File: config.mk
export PLATFORM = sky130hd
export DESIGN_NAME = sbus_frame_encoder_unit
export DESIGN_NICKNAME = d
export VERILOG_FILES = /design/src/rtl/sbfe_pkg.sv /design/src/rtl/sbfe_scale.sv /design/src/rtl/sbfe_packer.sv /design/src/rtl/sbus_frame_encoder_unit.sv
export SDC_FILE = /design/constraint.sdc
export NUM_CORES = 1
export LEC_CHECK = 0
export BUFFER_PORTS_ARGS = -buffer_cell sky130_fd_sc_hd__clkbuf_2
export CAP_MARGIN = 20
export CORE_UTILIZATION = 60
export DETAILED_ROUTE_END_ITERATION = 8
export GPL_ROUTABILITY_DRIVEN = 1
export PLACE_DENSITY = 0.86
export SKIP_LAST_GASP = 1
export SLEW_MARGIN = 20
export SYNTH_ARGS = -nofsm -noshare
export SYNTH_HDL_FRONTEND = slang
export SYNTH_SLANG_ARGS = --single-unit
File: constraint.sdc
create_clock -name clk -period 15.4 [get_ports clk]
set_clock_uncertainty 0.15 [all_clocks]
set_input_delay 0 -clock clk [delete_from_list [all_inputs] [get_ports clk]]
set_output_delay 0 -clock clk [all_outputs]
set_load 0.05 [all_outputs]
File: src/rtl/sbfe_pkg.sv
// ----------------------------------------------------------------------------
// SBUS frame encoder package
// Shared request types, register indexes, sequencer states and constants.
// ----------------------------------------------------------------------------
package sbfe_pkg;

  // Input request: a channel write or a one-millisecond tick
  typedef struct packed {
    logic        kind;
    logic [4:0]  channel_index;
    logic [15:0] channel_value;
    logic        end_of_update;
  } in_item_t;

  // Result request: one frame byte
  typedef struct packed {
    logic [7:0] frame_byte;
    logic       last_byte;
  } out_item_t;

  // Request kinds
  localparam logic KIND_WRITE = 1'b0;
  localparam logic KIND_TICK  = 1'b1;

  // Configuration register indexes
  typedef enum logic [1:0] {
    CFG_OUTPUT_ENABLE = 2'd0,
    CFG_FRAME_PERIOD  = 2'd1,
    CFG_STALE_TIMEOUT = 2'd2
  } cfg_idx_t;

  // Frame sequencer states
  typedef enum logic [2:0] {
    ST_IDLE,
    ST_START,
    ST_SCALE_A,
    ST_SCALE_B,
    ST_LOAD,
    ST_BITS,
    ST_FLAGS,
    ST_END
  } state_t;

  // Packer control and status
  typedef struct packed {
    logic load;
    logic step;
  } pk_ctrl_t;

  typedef struct packed {
    logic       chan_last;
    logic       byte_last;
    logic       byte_empty;
    logic [7:0] byte_next;
  } pk_stat_t;

  // Frame constants
  localparam logic [7:0]  SBUS_START        = 8'h0F;
  localparam logic [7:0]  SBUS_END          = 8'h00;
  localparam logic [15:0] PWM_RESET         = 16'd1500;
  localparam logic [15:0] PWM_LOW           = 16'd1000;
  localparam logic [15:0] PWM_HIGH          = 16'd2000;
  localparam logic [10:0] SBUS_LOW          = 11'd172;
  localparam logic [15:0] DIGITAL_THRESHOLD = 16'd1024;
  localparam logic [15:0] PWM_IGNORE_LO     = 16'h0000;
  localparam logic [15:0] PWM_IGNORE_HI     = 16'hFFFF;
  localparam logic [9:0]  PERIOD_MIN        = 10'd5;
  localparam logic [9:0]  PERIOD_MAX        = 10'd1000;
  localparam logic [9:0]  PERIOD_RESET      = 10'd10;
  localparam logic [15:0] TIMEOUT_RESET     = 16'd500;
  localparam logic [15:0] MS_SAT            = 16'hFFFF;

  // Proportional channels in the frame and bits per packed value
  localparam int unsigned FRAME_CHANNELS = 16;
  localparam int unsigned SBUS_BITS      = 11;
  localparam int unsigned DIGITAL_CH0    = 16;
  localparam int unsigned DIGITAL_CH1    = 17;

  // floor(d * 1639 / 1000) == (d * SCALE_MUL) >> SCALE_SHIFT for d <= 1000
  localparam int unsigned SCALE_SHIFT = 22;
  localparam logic [22:0] SCALE_MUL   = 23'd6874465;

endpackage

File: src/rtl/sbfe_scale.sv
// ----------------------------------------------------------------------------
// SBUS channel scaler
// Clamps a PWM value to 1000..2000 and maps it to 172..1811, two stages.
// ----------------------------------------------------------------------------
module sbfe_scale (
  input  logic        clk,
  input  logic [15:0] pwm,
  output logic [10:0] sbus
);

  logic [9:0]  d_r;
  logic [9:0]  d_nxt;
  logic [32:0] prod_r;
  logic [32:0] prod_nxt;

  // Clamp and remove the offset
  always_comb begin
    if (pwm < sbfe_pkg::PWM_LOW) begin
      d_nxt = 10'd0;
    end else if (pwm > sbfe_pkg::PWM_HIGH) begin
      d_nxt = 10'(sbfe_pkg::PWM_HIGH - sbfe_pkg::PWM_LOW);
    end else begin
      d_nxt = 10'(pwm - sbfe_pkg::PWM_LOW);
    end
  end

  // Multiply by the reciprocal-scaled ratio
  assign prod_nxt = 33'(d_r) * 33'(sbfe_pkg::SCALE_MUL);

  always_ff @(posedge clk) begin
    d_r    <= d_nxt;
    prod_r <= prod_nxt;
  end

  // Drop the fraction and add the SBUS floor
  assign sbus = prod_r[32:sbfe_pkg::SCALE_SHIFT] + sbfe_pkg::SBUS_LOW;

endmodule

File: src/rtl/sbfe_packer.sv
// ----------------------------------------------------------------------------
// SBUS bit packer
// Shifts 11-bit channel values LSB-first, one bit a cycle while stepped, into frame bytes.
// ----------------------------------------------------------------------------
module sbfe_packer (
  input  logic               clk,
  input  logic               rst_n,
  input  sbfe_pkg::pk_ctrl_t ctrl,
  input  logic [10:0]        load_val,
  output sbfe_pkg::pk_stat_t stat
);

  logic [10:0] val_r;
  logic [10:0] val_nxt;
  logic [3:0]  vcnt_r;
  logic [3:0]  vcnt_nxt;
  logic [7:0]  byte_r;
  logic [7:0]  byte_nxt;
  logic [2:0]  bcnt_r;
  logic [2:0]  bcnt_nxt;

  // Load a value or advance one bit
  always_comb begin
    val_nxt  = val_r;
    vcnt_nxt = vcnt_r;
    byte_nxt = byte_r;
    bcnt_nxt = bcnt_r;
    if (ctrl.load) begin
      val_nxt  = load_val;
      vcnt_nxt = 4'd0;
    end else if (ctrl.step) begin
      val_nxt  = {1'b0, val_r[10:1]};
      vcnt_nxt = vcnt_r + 4'd1;
      byte_nxt = {val_r[0], byte_r[7:1]};
      bcnt_nxt = bcnt_r + 3'd1;
    end
  end

  // Hold payload bits
  always_ff @(posedge clk) begin
    val_r  <= val_nxt;
    byte_r <= byte_nxt;
  end

  // Hold bit counters
  always_ff @(posedge clk) begin
    if (!rst_n) begin
      vcnt_r <= 4'd0;
      bcnt_r <= 3'd0;
    end else begin
      vcnt_r <= vcnt_nxt;
      bcnt_r <= bcnt_nxt;
    end
  end

  assign stat.chan_last  = (vcnt_r == 4'(sbfe_pkg::SBUS_BITS - 1));
  assign stat.byte_last  = (bcnt_r == 3'd7);
  assign stat.byte_empty = (bcnt_r == 3'd0);
  assign stat.byte_next  = {val_r[0], byte_r[7:1]};

endmodule

File: src/rtl/sbus_frame_encoder_unit.sv
// ----------------------------------------------------------------------------
// SBUS frame encoder unit
// Stores 18 PWM channels and emits 25-byte SBUS frames on period ticks.
// ----------------------------------------------------------------------------
// Use: the input channel (in_valid, in_stall, in_data) carries channel writes
// and one-millisecond ticks. A write gives no result. A tick that ends a frame
// period while output is enabled yields 25 result requests on (out_valid,
// out_stall, out_data), last_byte set on the end byte.
// The 16 proportional channels are scaled in a two-stage multiplier, then
// packed into bytes one bit per cycle, except while a full byte waits for the
// output register: each channel passes ST_SCALE_A, ST_SCALE_B and ST_LOAD,
// then shifts out its 11 bits, and in_stall stays high for the whole frame.
// Writes and ticks that give no frame are accepted every cycle while idle.
// The configuration port (cfg_valid, cfg_ready, cfg_index, cfg_data) is always
// ready; write it only while no frame is in progress.
// Reset restores all channels to 1500, clears the timers and sets the
// registers to disabled, 10 ms period and 500 ms timeout.
// A stalled receiver holds the output register; packing waits for it.
// ----------------------------------------------------------------------------
module sbus_frame_encoder_unit #(
  parameter int NUM_CHANNELS = 18
) (
  input  logic                clk,
  input  logic                rst_n,
  input  logic                in_valid,
  output logic                in_stall,
  input  sbfe_pkg::in_item_t  in_data,
  output logic                out_valid,
  input  logic                out_stall,
  output sbfe_pkg::out_item_t out_data,
  input  logic                cfg_valid,
  output logic                cfg_ready,
  input  logic [1:0]          cfg_index,
  input  logic [15:0]         cfg_data
);

  localparam int IDXW = $clog2(NUM_CHANNELS);

  // Configuration
  logic        out_en_r;
  logic [9:0]  period_cfg_r;
  logic [15:0] timeout_r;

  // Channel and timer state
  logic [15:0] store_r [NUM_CHANNELS];
  logic [15:0] ms_since_r;
  logic [15:0] ms_since_nxt;
  logic        ever_r;
  logic        ever_nxt;
  logic [9:0]  pcount_r;
  logic [9:0]  pcount_nxt;

  // Sequencer
  sbfe_pkg::state_t state_r;
  sbfe_pkg::state_t state_nxt;
  logic [3:0]       ch_r;
  logic [3:0]       ch_nxt;

  // Output register
  logic                out_valid_r;
  sbfe_pkg::out_item_t out_r;
  logic                push;
  sbfe_pkg::out_item_t push_data;
  logic                out_free;

  // Datapath links
  sbfe_pkg::pk_ctrl_t pk_ctrl;
  sbfe_pkg::pk_stat_t pk_stat;
  logic [10:0]        sbus_val;

  logic        in_acc;
  logic        is_tick;
  logic        is_write;
  logic        wr_ok;
  logic [9:0]  period_eff;
  logic [10:0] pnext;
  logic        frame_due;
  logic        stale;
  logic [7:0]  flags;

  assign in_acc    = in_valid && !in_stall;
  assign is_tick   = in_acc && (in_data.kind == sbfe_pkg::KIND_TICK);
  assign is_write  = in_acc && (in_data.kind == sbfe_pkg::KIND_WRITE);
  assign out_free  = !out_valid_r || !out_stall;
  assign in_stall  = (state_r != sbfe_pkg::ST_IDLE);
  assign cfg_ready = 1'b1;
  assign out_valid = out_valid_r;
  assign out_data  = out_r;

  // Configuration writes
  always_ff @(posedge clk) begin
    if (!rst_n) begin
      out_en_r     <= 1'b0;
      period_cfg_r <= sbfe_pkg::PERIOD_RESET;
      timeout_r    <= sbfe_pkg::TIMEOUT_RESET;
    end else if (cfg_valid && cfg_ready) begin
      unique case (sbfe_pkg::cfg_idx_t'(cfg_index))
        sbfe_pkg::CFG_OUTPUT_ENABLE: out_en_r     <= cfg_data[0];
        sbfe_pkg::CFG_FRAME_PERIOD:  period_cfg_r <= cfg_data[9:0];
        sbfe_pkg::CFG_STALE_TIMEOUT: timeout_r    <= cfg_data;
        default: ;
      endcase
    end
  end

  // Store a channel value unless out of range or a no-change code
  assign wr_ok = is_write
              && ({1'b0, in_data.channel_index} < 6'(NUM_CHANNELS))
              && (in_data.channel_value != sbfe_pkg::PWM_IGNORE_LO)
              && (in_data.channel_value != sbfe_pkg::PWM_IGNORE_HI);

  always_ff @(posedge clk) begin
    if (!rst_n) begin
      for (int i = 0; i < NUM_CHANNELS; i++) begin
        store_r[i] <= sbfe_pkg::PWM_RESET;
      end
    end else if (wr_ok) begin
      store_r[in_data.channel_index[IDXW-1:0]] <= in_data.channel_value;
    end
  end

  // Clamp the period and test for elapse
  always_comb begin
    if (period_cfg_r < sbfe_pkg::PERIOD_MIN) begin
      period_eff = sbfe_pkg::PERIOD_MIN;
    end else if (period_cfg_r > sbfe_pkg::PERIOD_MAX) begin
      period_eff = sbfe_pkg::PERIOD_MAX;
    end else begin
      period_eff = period_cfg_r;
    end
  end

  assign pnext     = {1'b0, pcount_r} + 11'd1;
  assign frame_due = !(pnext < {1'b0, period_eff});

  // Advance staleness timer and period counter
  always_comb begin
    ms_since_nxt = ms_since_r;
    ever_nxt     = ever_r;
    pcount_nxt   = pcount_r;
    if (is_write && in_data.end_of_update) begin
      ms_since_nxt = 16'd0;
      ever_nxt     = 1'b1;
    end
    if (is_tick) begin
      if (ms_since_r != sbfe_pkg::MS_SAT) begin
        ms_since_nxt = ms_since_r + 16'd1;
      end
      pcount_nxt = frame_due ? 10'd0 : pnext[9:0];
    end
  end

  always_ff @(posedge clk) begin
    if (!rst_n) begin
      ms_since_r <= 16'd0;
      ever_r     <= 1'b0;
      pcount_r   <= 10'd0;
    end else begin
      ms_since_r <= ms_since_nxt;
      ever_r     <= ever_nxt;
      pcount_r   <= pcount_nxt;
    end
  end

  // Flag byte from the digital channels and staleness
  assign stale = !ever_r || (ms_since_r > timeout_r);
  assign flags = {4'b0000, stale, stale,
                  store_r[sbfe_pkg::DIGITAL_CH1] > sbfe_pkg::DIGITAL_THRESHOLD,
                  store_r[sbfe_pkg::DIGITAL_CH0] > sbfe_pkg::DIGITAL_THRESHOLD};

  // Scale the current channel
  sbfe_scale u_scale (
    .clk  (clk),
    .pwm  (store_r[IDXW'(ch_r)]),
    .sbus (sbus_val)
  );

  // Pack scaled bits into bytes
  sbfe_packer u_packer (
    .clk      (clk),
    .rst_n    (rst_n),
    .ctrl     (pk_ctrl),
    .load_val (sbus_val),
    .stat     (pk_stat)
  );

  // Sequence one frame
  always_comb begin
    state_nxt      = state_r;
    ch_nxt         = ch_r;
    push           = 1'b0;
    push_data      = '{frame_byte: sbfe_pkg::SBUS_END, last_byte: 1'b0};
    pk_ctrl.load   = 1'b0;
    pk_ctrl.step   = 1'b0;
    unique case (state_r)
      sbfe_pkg::ST_IDLE: begin
        if (is_tick && frame_due && out_en_r) begin
          ch_nxt    = 4'd0;
          state_nxt = sbfe_pkg::ST_START;
        end
      end
      sbfe_pkg::ST_START: begin
        if (out_free) begin
          push      = 1'b1;
          push_data = '{frame_byte: sbfe_pkg::SBUS_START, last_byte: 1'b0};
          state_nxt = sbfe_pkg::ST_SCALE_A;
        end
      end
      sbfe_pkg::ST_SCALE_A: state_nxt = sbfe_pkg::ST_SCALE_B;
      sbfe_pkg::ST_SCALE_B: state_nxt = sbfe_pkg::ST_LOAD;
      sbfe_pkg::ST_LOAD: begin
        pk_ctrl.load = 1'b1;
        state_nxt    = sbfe_pkg::ST_BITS;
      end
      sbfe_pkg::ST_BITS: begin
        if (!pk_stat.byte_last || out_free) begin
          pk_ctrl.step = 1'b1;
          if (pk_stat.byte_last) begin
            push      = 1'b1;
            push_data = '{frame_byte: pk_stat.byte_next, last_byte: 1'b0};
          end
          if (pk_stat.chan_last) begin
            if (ch_r == 4'(sbfe_pkg::FRAME_CHANNELS - 1)) begin
              state_nxt = sbfe_pkg::ST_FLAGS;
            end else begin
              ch_nxt    = ch_r + 4'd1;
              state_nxt = sbfe_pkg::ST_SCALE_A;
            end
          end
        end
      end
      sbfe_pkg::ST_FLAGS: begin
        if (out_free) begin
          push      = 1'b1;
          push_data = '{frame_byte: flags, last_byte: 1'b0};
          state_nxt = sbfe_pkg::ST_END;
        end
      end
      sbfe_pkg::ST_END: begin
        if (out_free) begin
          push      = 1'b1;
          push_data = '{frame_byte: sbfe_pkg::SBUS_END, last_byte: 1'b1};
          state_nxt = sbfe_pkg::ST_IDLE;
        end
      end
      default: state_nxt = sbfe_pkg::ST_IDLE;
    endcase
  end

  always_ff @(posedge clk) begin
    if (!rst_n) begin
      state_r <= sbfe_pkg::ST_IDLE;
      ch_r    <= 4'd0;
    end else begin
      state_r <= state_nxt;
      ch_r    <= ch_nxt;
    end
  end

  // Output register: load on push, drop once taken
  always_ff @(posedge clk) begin
    if (!rst_n) begin
      out_valid_r <= 1'b0;
    end else if (push) begin
      out_valid_r <= 1'b1;
    end else if (!out_stall) begin
      out_valid_r <= 1'b0;
    end
  end

  always_ff @(posedge clk) begin
    if (push) begin
      out_r <= push_data;
    end
  end

  // A frame starts only from an accepted tick
  a_start_from_tick: assert property (@(posedge clk) disable iff (!rst_n)
    (state_r == sbfe_pkg::ST_START && $past(state_r) != sbfe_pkg::ST_START)
      |-> $past(is_tick))
    else $error("frame started without a tick");

  // A completed byte waits while the output register is held
  a_hold_full_byte: assert property (@(posedge clk) disable iff (!rst_n)
    (state_r == sbfe_pkg::ST_BITS && pk_stat.byte_last && !out_free)
      |=> (state_r == sbfe_pkg::ST_BITS && pk_stat.byte_last))
    else $error("packer advanced past a full byte");

  // Channel bits end on a byte boundary
  a_flags_aligned: assert property (@(posedge clk) disable iff (!rst_n)
    (state_r == sbfe_pkg::ST_FLAGS) |-> pk_stat.byte_empty)
    else $error("flag byte reached with partial packed byte");

  // The end byte carries zero; only idle or a waiting start byte follows it
  a_end_byte: assert property (@(posedge clk) disable iff (!rst_n)
    (out_valid_r && out_r.last_byte)
      |-> (out_r.frame_byte == sbfe_pkg::SBUS_END
           && (state_r == sbfe_pkg::ST_IDLE || state_r == sbfe_pkg::ST_START)))
    else $error("end byte out of place");

endmodule

# Word level (Yosys, flattened, before mapping)
# Memories as Yosys holds them, arrays and structs flattened. A register that Yosys moved wholly into a read port is not among the register bits.
# Index checks and enable logic that the tools add are counted.
# W data, S select, Z words.
# word_totals
regBits,140
ram_bits,288
input_bits,46
word_cells,141
memories,1
# mem_list
memory,depth,word_bits,rd,rd_clocked_by_memory_dff,wr,line,source
store_r,18,16,3,1,18,sbus_frame_encoder_unit.sv:45,logic [15:0] store_r [NUM_CHANNELS];
# op_classes
add_sub_neg,7
mul,1
order_cmp,9
eq_ne,22
mux,46
n_bitwise,3
reduce_logical,34
# op_table
operator,count
$mux W16,4
$gt A16 B11 Y1 const B,3
$mux W10,4
$pmux W9 S4,1
$mul A10 B23 Y33 const B,1
$ne A16 B16 Y1 const B,2
$mux W5,5
$pmux W3 S8,1
$mux W11,2
$mux W3,7
$mux W9,2
$add A16 B1 Y16 const B,1
$gt A16 B16 Y1,1
$lt A16 B10 Y1 const B,1
$mux W4,4
$reduce_bool A16 Y1,1
$reduce_or A16 Y1,1
$eq A3 B3 Y1 const B,5
$mux W1,14
$ne A2 B2 Y1 const B,7
$add A10 B1 Y11 const B,1
$add A11 B8 Y11 const B,1
$lt A11 B10 Y1,1
$gt A10 B10 Y1 const B,1
other kinds (26),51

# Longest topological paths before layout
# Gate-level depths: netlist of run 1.
# logic_depth
depth_word,12
mapped_depth,18

# Modules after synthesis
# From an unflattened synthesis of run 1, not the netlist that was laid out.
# hier_totals
hier_cells,1828
area_unflattened_um2,21812.2
# modules_own_cells
module,instances,cells_each,area_per_inst_um2,seq_area_each_um2
sbus_frame_encoder_unit,1,1343,16792.4,10239.8
sbfe_scale,1,416,3973.8,420.4
sbfe_packer,1,69,1046.0,680.7

# Least setup slack after synthesis of run 1
# No wires, ideal clock.
# synth_path
kind,register to register
start,register u_scale.d_r[8]
end,register u_scale.prod_r[25]
arrival_time_ns,4.643
setup_slack_ns,10.535
path_stages_with_launch,19
path_buffers,0
period_less_slack_ns,4.865
cell_sequence,dfxtp_1 > inv_1 > ha_1 > fa_1 > inv_1 > fa_1 > fa_1 > inv_1 > fa_1 > inv_1 > ha_1 > a211oi_1 > o21ai_0 > o21ai_0 > a311oi_1 > nand2b_1 > a21o_1 > a21oi_1 > xnor2_1
# synth_between
elab_chain_cells,1
# synth_lines
item,line,source
start: declaration,sbfe_scale.sv:11,logic [9:0] d_r;
start signal: assignment,sbfe_scale.sv:31,d_r <= d_nxt;
$mul A10 B23 Y33,sbfe_scale.sv:28,assign prod_nxt = 33'(d_r) * 33'(sbfe_pkg::SCALE_MUL);
net u_scale.prod_nxt[25],sbfe_scale.sv:14,logic [32:0] prod_nxt;
end signal: assignment,sbfe_scale.sv:32,prod_r <= prod_nxt;
end: declaration,sbfe_scale.sv:13,logic [32:0] prod_r;
# The timed path passes the listed nets, and every way through them passes these cells.
# A chain may end at the register's enable or synchronous reset.

# Final worst setup path of run 1
# Same ends and word-level chain as after synthesis.

==> results.cfg, run 1 <==
[place]
dp_cells = 2253
port_buffers = 56
hpwl_um = 31960
place_congestion = 0.9256

[power]
switching_power_w = 0.0006816
pwr-share-comb = 0.156
powerDensity_nw_per_um2 = 113.2
p_int_w = 0.001955
p_leak_nw = 8.887
clock_power_share = 0.371
switching_share = 0.2586
seqPwrFrac = 0.473
vdd_drop_max_mv = 0.1147

[routing]
vias = 14400
first_pass_iters = 6
vias_per_cell = 6.074
drcViolationCount = 0
drt_iter0_markers = 1513
routedWlPerCell_um = 20.35
drtAntennaViolNets = 0
wl_um = 48240

[logic_synthesis]
synth_cell_types = 66
synth_compound_area_frac = 0.05589
synthesis.instances = 1798
synth-seq-area-share = 0.5424
async_reset_ff_frac = 0
ys.flop_type = edfxtp_1
synth_top_family_by_area = simple AND/OR/NAND/NOR gates
synth_enable_flop_cells = 315
yosys.area_share.simple = 0.1528
synth_area_um2 = 20910
syn-mean-instance-area_um2 = 11.63
yosysWarningCount = 0
ys_ff_latch = 409
syn-num-nets = 2026
synth_xor_area_frac = 0.01759
synth.area.mux_share = 0.06583
synthAdderAreaFrac = 0.1265

[sta]
maxSlewViolCount = 0
setup_tns_ps = 0
fmax_mhz = 185.3
min_period_ps = 5397
rsz0062_at_grt = no
setup_violations = 0
tightestPinTransition_ps = 1010
hold_viol_final = 0
slew_headroom = 0.3218
min_period_over_period = 0.3504

[clocking]
insertion_delay_ps = 560
htree_num_levels = 2
cts_tree = yes
ctsResizeCount = 0
numCtsBuffers = 41
postCtsSetupRepairBufs = 0
cts_root_buffer = clkbuf_16
cts_sinks = 409
ctsHoldBuffers = 41
clockBufferDepth = 3
path_clk_slew_ps = 60

[final_layout]
fillers = 2317
stdcell_count = 2370
seq_area_um2 = 11350
final_cell_mix = edfxtp_1, nand2_1, nor2_1, inv_1, ha_1
layout-drive-gt1-share = 0.09943
nNetsFinal = 2117
multi_input_area_um2 = 8762
final_common_cell = edfxtp_1
synthToLayoutAreaGrowth_pct = 11.43

[critical_path]
startpoint_type = flop
arrival_ps = 5710
setup.worst_path.class = reg -> reg
cp_max_fo = 7
cp.required_ps = 15710
path_cells = inv_1 > ha_1 > fa_1 > inv_1 > fa_1 > fa_1 > inv_1 > fa_1 > inv_1 > ha_1 > a211oi_1 > o21ai_0 > o21ai_0 > a311oi_1 > nand2b_1 > a21o_1 > a21oi_1 > xnor2_1
path_delay_family = adder cells
endpoint_kind = flop
crit_buf_inv = 4
cp_slowest_stage_delay_ps = 550
critPathSlowestCell = fa_1

[die]
die-area_um2 = 35600
die_h_um = 188.7
rows = 67
initial_core_util = 0.6173
die_w_um = 188.7
core_um2 = 33870
ios = 58

[grt]
grt_pass1_wl_um = 76450
antenna_found_initial = 1
gr-total-overflow = 0
grt_pass1_vias = 14650
grtUsageTotal = 0.2768
grt_max_degree = 82

[run]
cap_violations = 0

[run_status]
outcome = finished clean

[min_path]
min_path_type = in -> reg
## power by group through the flow
stage	combinational (W)	sequential (W)	clock, W
2_1_floorplan	0.000297	0.00126	0
3_3_place_gp	0.000372	0.00127	0
3_5_place_dp	0.000394	0.00127	0
4_1_cts	0.000409	0.00125	0.000981
5_1_grt	0.000465	0.00125	0.00102
6_report	0.000411	0.00125	0.000978
## cell families after synthesis
family / count (synthesis)
other cells: 1
flops: 409
fa+ha+maj: 182
mux: 78
xor+xnor: 42
buf+inv: 206
compound gates: 179
simple gates: 701
## flip-flops by register name (all words and copies together), names as in the netlist, 4 cells and up, named ones only
name and count:
pcount_r 10, period_cfg_r 10, u_scale.d_r 10, u_packer.vcnt_r 4, u_packer.val_r 11, ms_since_r 16, ch_r 4, out_data 9
store_r 288, u_packer.byte_r 7, u_scale.prod_r 11, timeout_r 16
## synthesized netlist by cell type, types with 31 or more instances
cell,instances,area [µm²]
edfxtp_1,315,9459
nor2_1,225,844.6
nor2b_1,34,212.7
inv_1,145,544.3
a21oi_1,41,205.2
fa_1,49,980.9
o21ai_0,40,200.2
clkbuf_1,49,183.9
dfxtp_1,94,1882
nand3_1,31,155.2
mux4_2,47,1059
ha_1,133,1664
nand2_1,254,953.4
## worst paths after layout
| kind | from | to | slack (ps) | depth (start not counted) |
|---|---|---|---|---|
| hold / removal | in_data[19] | store_r[7][6]$_SDFFCE_PN1P_ | 70 | 4 |
| hold reg to reg | u_packer.byte_r[6]$_DFFE_PP_ | u_packer.byte_r[5]$_DFFE_PP_ | 310 | 0 |
| setup / recovery | u_scale.d_r[8]$_SDFF_PP0_ | u_scale.prod_r[25]$_DFF_P_ | 10000 | 18 |
| setup reg to reg | u_scale.d_r[8]$_SDFF_PP0_ | u_scale.prod_r[25]$_DFF_P_ | 10000 | 18 |
## area by class of cell
cell class / count / area share
multi-input combinational: 1183 / 0.3761
antenna: 1 / 0.0001074
clock buffer: 59 / 0.04919
tap: 448 / 0.02406
sequential: 409 / 0.4870
inverter: 145 / 0.02336
timing repair buffer: 109 / 0.03351
clock inverter: 16 / 0.006660
## stage by stage
stage                     hold WS (ps)  power, W  utilization  cell area, µm²  worst slack [ps]
after floorplan                 -24.89  0.001560            -           20910             10530
after global placement           95.46  0.001639       0.6371           21580             10140
after detailed placement         99.00  0.001664       0.6373           21580             10020
after CTS                        32.73  0.002638       0.6878           23290             10000
after global routing             77.12  0.002741       0.6879           23300              9776
final                            71.85  0.002636       0.6879           23300             10000
## tightest hold or removal path: cells and delay by family
family                 cells  cell delay, ps
buffers and inverters      1             210
AND/OR/NAND/NOR            3             440
## metal layers
metal | global-route usage | vias to the layer above | part of all wire
met4 | 0.1055 | 0 | 0.037
met5 | 0 | - | 0
met2 | 0.4771 | 725 | 0.50
met3 | 0.04861 | 150 | 0.083
met1 | 0.3489 | 7007 | 0.38
li1 | - | 6514 | -
Power figures use the tool's default switching activity.
==> run 2: changes to the inputs <==
--- a/config.mk
+++ b/config.mk
@@ -5,9 +5,10 @@
 export SDC_FILE = /design/constraint.sdc
 export NUM_CORES = 1
 export LEC_CHECK = 0
+export ABC_AREA = 1
 export BUFFER_PORTS_ARGS = -buffer_cell sky130_fd_sc_hd__clkbuf_2
 export CAP_MARGIN = 20
-export CORE_UTILIZATION = 60
+export CORE_UTILIZATION = 57
 export DETAILED_ROUTE_END_ITERATION = 8
 export GPL_ROUTABILITY_DRIVEN = 1
 export PLACE_DENSITY = 0.86
==> constraint.sdc (replaced) <==
create_clock -name clk -period 4.54 [get_ports clk]
set_clock_uncertainty 0.15 [all_clocks]
set_input_delay 0 -clock clk [delete_from_list [all_inputs] [get_ports clk]]
set_output_delay 0 -clock clk [all_outputs]
set_load 0.05 [all_outputs]
==> results.cfg, run 2 <==
[run_status]
outcome = finished clean

[critical_path]
r2r_start = u_scale.d_r[9]$_SDFF_PP0_
cp_max_fo = 4
cp-startpoint = u_scale.d_r[9]$_SDFF_PP0_
crit_buf_inv = 5
cp-endpoint = u_scale.prod_r[31]$_DFF_P_
setup.worst_path.class = reg -> reg
cp_slowest_stage_delay_ps = 540
critPathMostFrequentCell = fa_1
startpoint_type = flop
endpoint_kind = flop
path_delay_family = adder cells
cp.required_ps = 4860
arrival_ps = 4790
worstSetupPathDepth = 19
reg2reg_slack_ps = 70
critPathSlowestCell = fa_1
path_cells = ha_4 > fa_1 > inv_1 > fa_1 > fa_1 > inv_1 > fa_1 > inv_2 > ha_4 > nand2_2 > nor2_1 > inv_1 > nor4_2 > nand2_1 > o211ai_1 > buf_4 > nand2_2 > nand2_2 > xor2_1
reg2reg_to = u_scale.prod_r[31]$_DFF_P_
r2r_cells = 19

[grt]
grt_pass1_vias = 18150
grt_pass1_wl_um = 92940
use_met2 = 0.4924
met1_usage = 0.3595
grt-busiest-layer = met2
gr-total-overflow = 0
grtUsageMet3 = 0.04897
grtUsageTotal = 0.2913
grt_max_degree = 67
antenna_found_initial = 0

[logic_synthesis]
yosysMostFrequentCell = nand2_1
synthesis.instances = 2473
synth_top_area_frac = 0.4227
yosysWarningCount = 0
async_reset_ff_frac = 0
syn-num-nets = 2701
syn-mean-instance-area_um2 = 9.049
ys_ff_latch = 409
synth_enable_flop_cells = 315
synth_cell_types = 46
synth_area_um2 = 22380
ys.flop_type = edfxtp_1
synth_top_area_cell = edfxtp_1
synth_commonest_cells = nand2_1, nor2_1, edfxtp_1
synth-seq-area-share = 0.5068
yosys-top-cells-area = edfxtp_1, nand2_1, dfxtp_1

[sta]
hold_viol_final = 0
tightestPinTransition_ps = 1126
min_period_ps = 4469
slew_headroom = 0.2484
rsz0062_at_grt = yes
setup_violations = 0
min_period_over_period = 0.9843
fmax_mhz = 223.8
maxSlewViolCount = 0

[place]
place_congestion = 0.8880
hpwl_um = 37130
dp_cells = 2997
port_buffers = 56
dpl_cell_area_um2 = 23180

[final_layout]
fillers = 2730
layout-drive-gt1-share = 0.09813
top_regs = store_r (288), ms_since_r (16), timeout_r (16)
nNetsFinal = 2814
final_cell_mix = nand2_1, nor2_1, edfxtp_1, inv_1, nand3_1
n_antenna_cell = 0
largest_reg_flops = 288
stdcell_count = 3137
synthToLayoutAreaGrowth_pct = 13.37
top_register = store_r
final_common_cell = nand2_1
fin_area_um2 = 25370

[power]
switching_share = 0.4157
switching_power_w = 0.006590
pwr-share-comb = 0.491
seqPwrFrac = 0.289
vdd_drop_max_mv = 0.4864
p_leak_nw = 10.18
powerDensity_nw_per_um2 = 624.8
p_int_w = 0.009261
clock_power_share = 0.221

[routing]
drt_iter0_markers = 2044
routedWlPerCell_um = 18.79
vias_per_cell = 5.856
vias = 18370
first_pass_iters = 6
drtAntennaViolNets = 0
drcViolationCount = 0
wl_um = 58940

[clocking]
cts_tree = yes
numCtsBuffers = 41
insertion_delay_ps = 570
path_clk_slew_ps = 60
htree_num_levels = 2
cts_root_buffer = clkbuf_16
cts_sinks = 409
clockBufferDepth = 3

[die]
core_um2 = 38650
initial_core_util = 0.5790
rows = 72
die_w_um = 200.1
ios = 58
die_h_um = 200.1
die-area_um2 = 40060

[run]
cap_violations = 0

[min_path]
min_path_type = in -> reg
hold_depth = 4
-- run 2: cell count changes after synthesis, sizes merged, moves of 34 or more --
| cell | previous run | this run |
|---|---|---|
| nor2b | 34 | 0 |
| inv | 145 | 306 |
| nor2 | 225 | 403 |
| a21oi | 42 | 89 |
| nand2 | 254 | 545 |
| mux4 | 47 | 0 |
| nand3 | 31 | 137 |
| o21ai | 41 | 127 |
-- run 2: power groups by stage --
stage	clock [W]	sequential, W	combinational, W
after detailed placement	0	0.00464	0.00686
final	0.00350	0.00457	0.00778
after CTS	0.00348	0.00457	0.00708
after global placement	0	0.00463	0.00665
after global routing	0.00364	0.00461	0.00866
after floorplan	0	0.00469	0.00488
-- run 2: stage by stage --
step                      setup slack [ps]  setup TNS, ps  utilization  power [W]  hold WS [ps]
after global routing                -153.4         -434.2       0.6564    0.01691         107.7
after global placement              -87.83         -222.8       0.5999    0.01128         98.29
final                                71.37              0       0.6564    0.01585         62.05
after detailed placement            -81.19         -305.6       0.5999    0.01150         100.1
after CTS                           -43.34         -46.34       0.6521    0.01514         36.21
after floorplan                      37.77              0            -   0.009571        -23.67
-- run 2: worst min path at each step --
stage | end | from
after CTS | ms_since_r[10]$_SDFF_PN0_ | in_valid
after detailed placement | period_cfg_r[1]$_SDFFE_PN1P_ | cfg_data[1]
after global placement | period_cfg_r[1]$_SDFFE_PN1P_ | cfg_data[1]
final | ms_since_r[1]$_SDFF_PN0_ | in_valid
after global routing | store_r[0][4]$_SDFFCE_PN1P_ | in_data[17]
after floorplan | period_cfg_r[1]$_SDFFE_PN1P_ | cfg_data[1]
-- run 2: cell type report --
cell class | count | area, µm² | area share
inverter | 311 | 1169 | 0.04606
clock inverter | 16 | 211.5 | 0.008335
multi-input combinational | 1669 | 9642 | 0.3801
timing repair buffer | 154 | 1187 | 0.04680
clock buffer | 60 | 1160 | 0.04572
sequential | 409 | 11350 | 0.4475
tap | 518 | 648.1 | 0.02555
-- run 2: timing repair --
item	CTS	global route
setup buffers	1	1
pin swaps	1	20
endpoints found under the hold margin	214	0
hold buffers	62	0
setup endpoints to repair	6	10
resized for setup	4	35
-- run 2: logic make-up after synthesis --
| logic type | synth area share |
|---|---|
| compound gates | 0.07336 |
| fa+ha+maj | 0.1182 |
| flops | 0.5068 |
| xor+xnor | 0.01096 |
| buf+inv | 0.06984 |
| simple gates | 0.2207 |
| other cells | 0.0001676 |
-- run 2: per-layer routing --
layer / routed length, µm / share of wire
met1: 21340 / 0.36
met2: 28820 / 0.49
met3: 5705 / 0.097
met4: 3074 / 0.052
met5: 0 / 0
-- run 2: tightest hold or removal path, stage by stage --
cell and delay [ps]:
clkbuf_2 100, nand4_1 390, a21oi_1 140, nor2_1 90
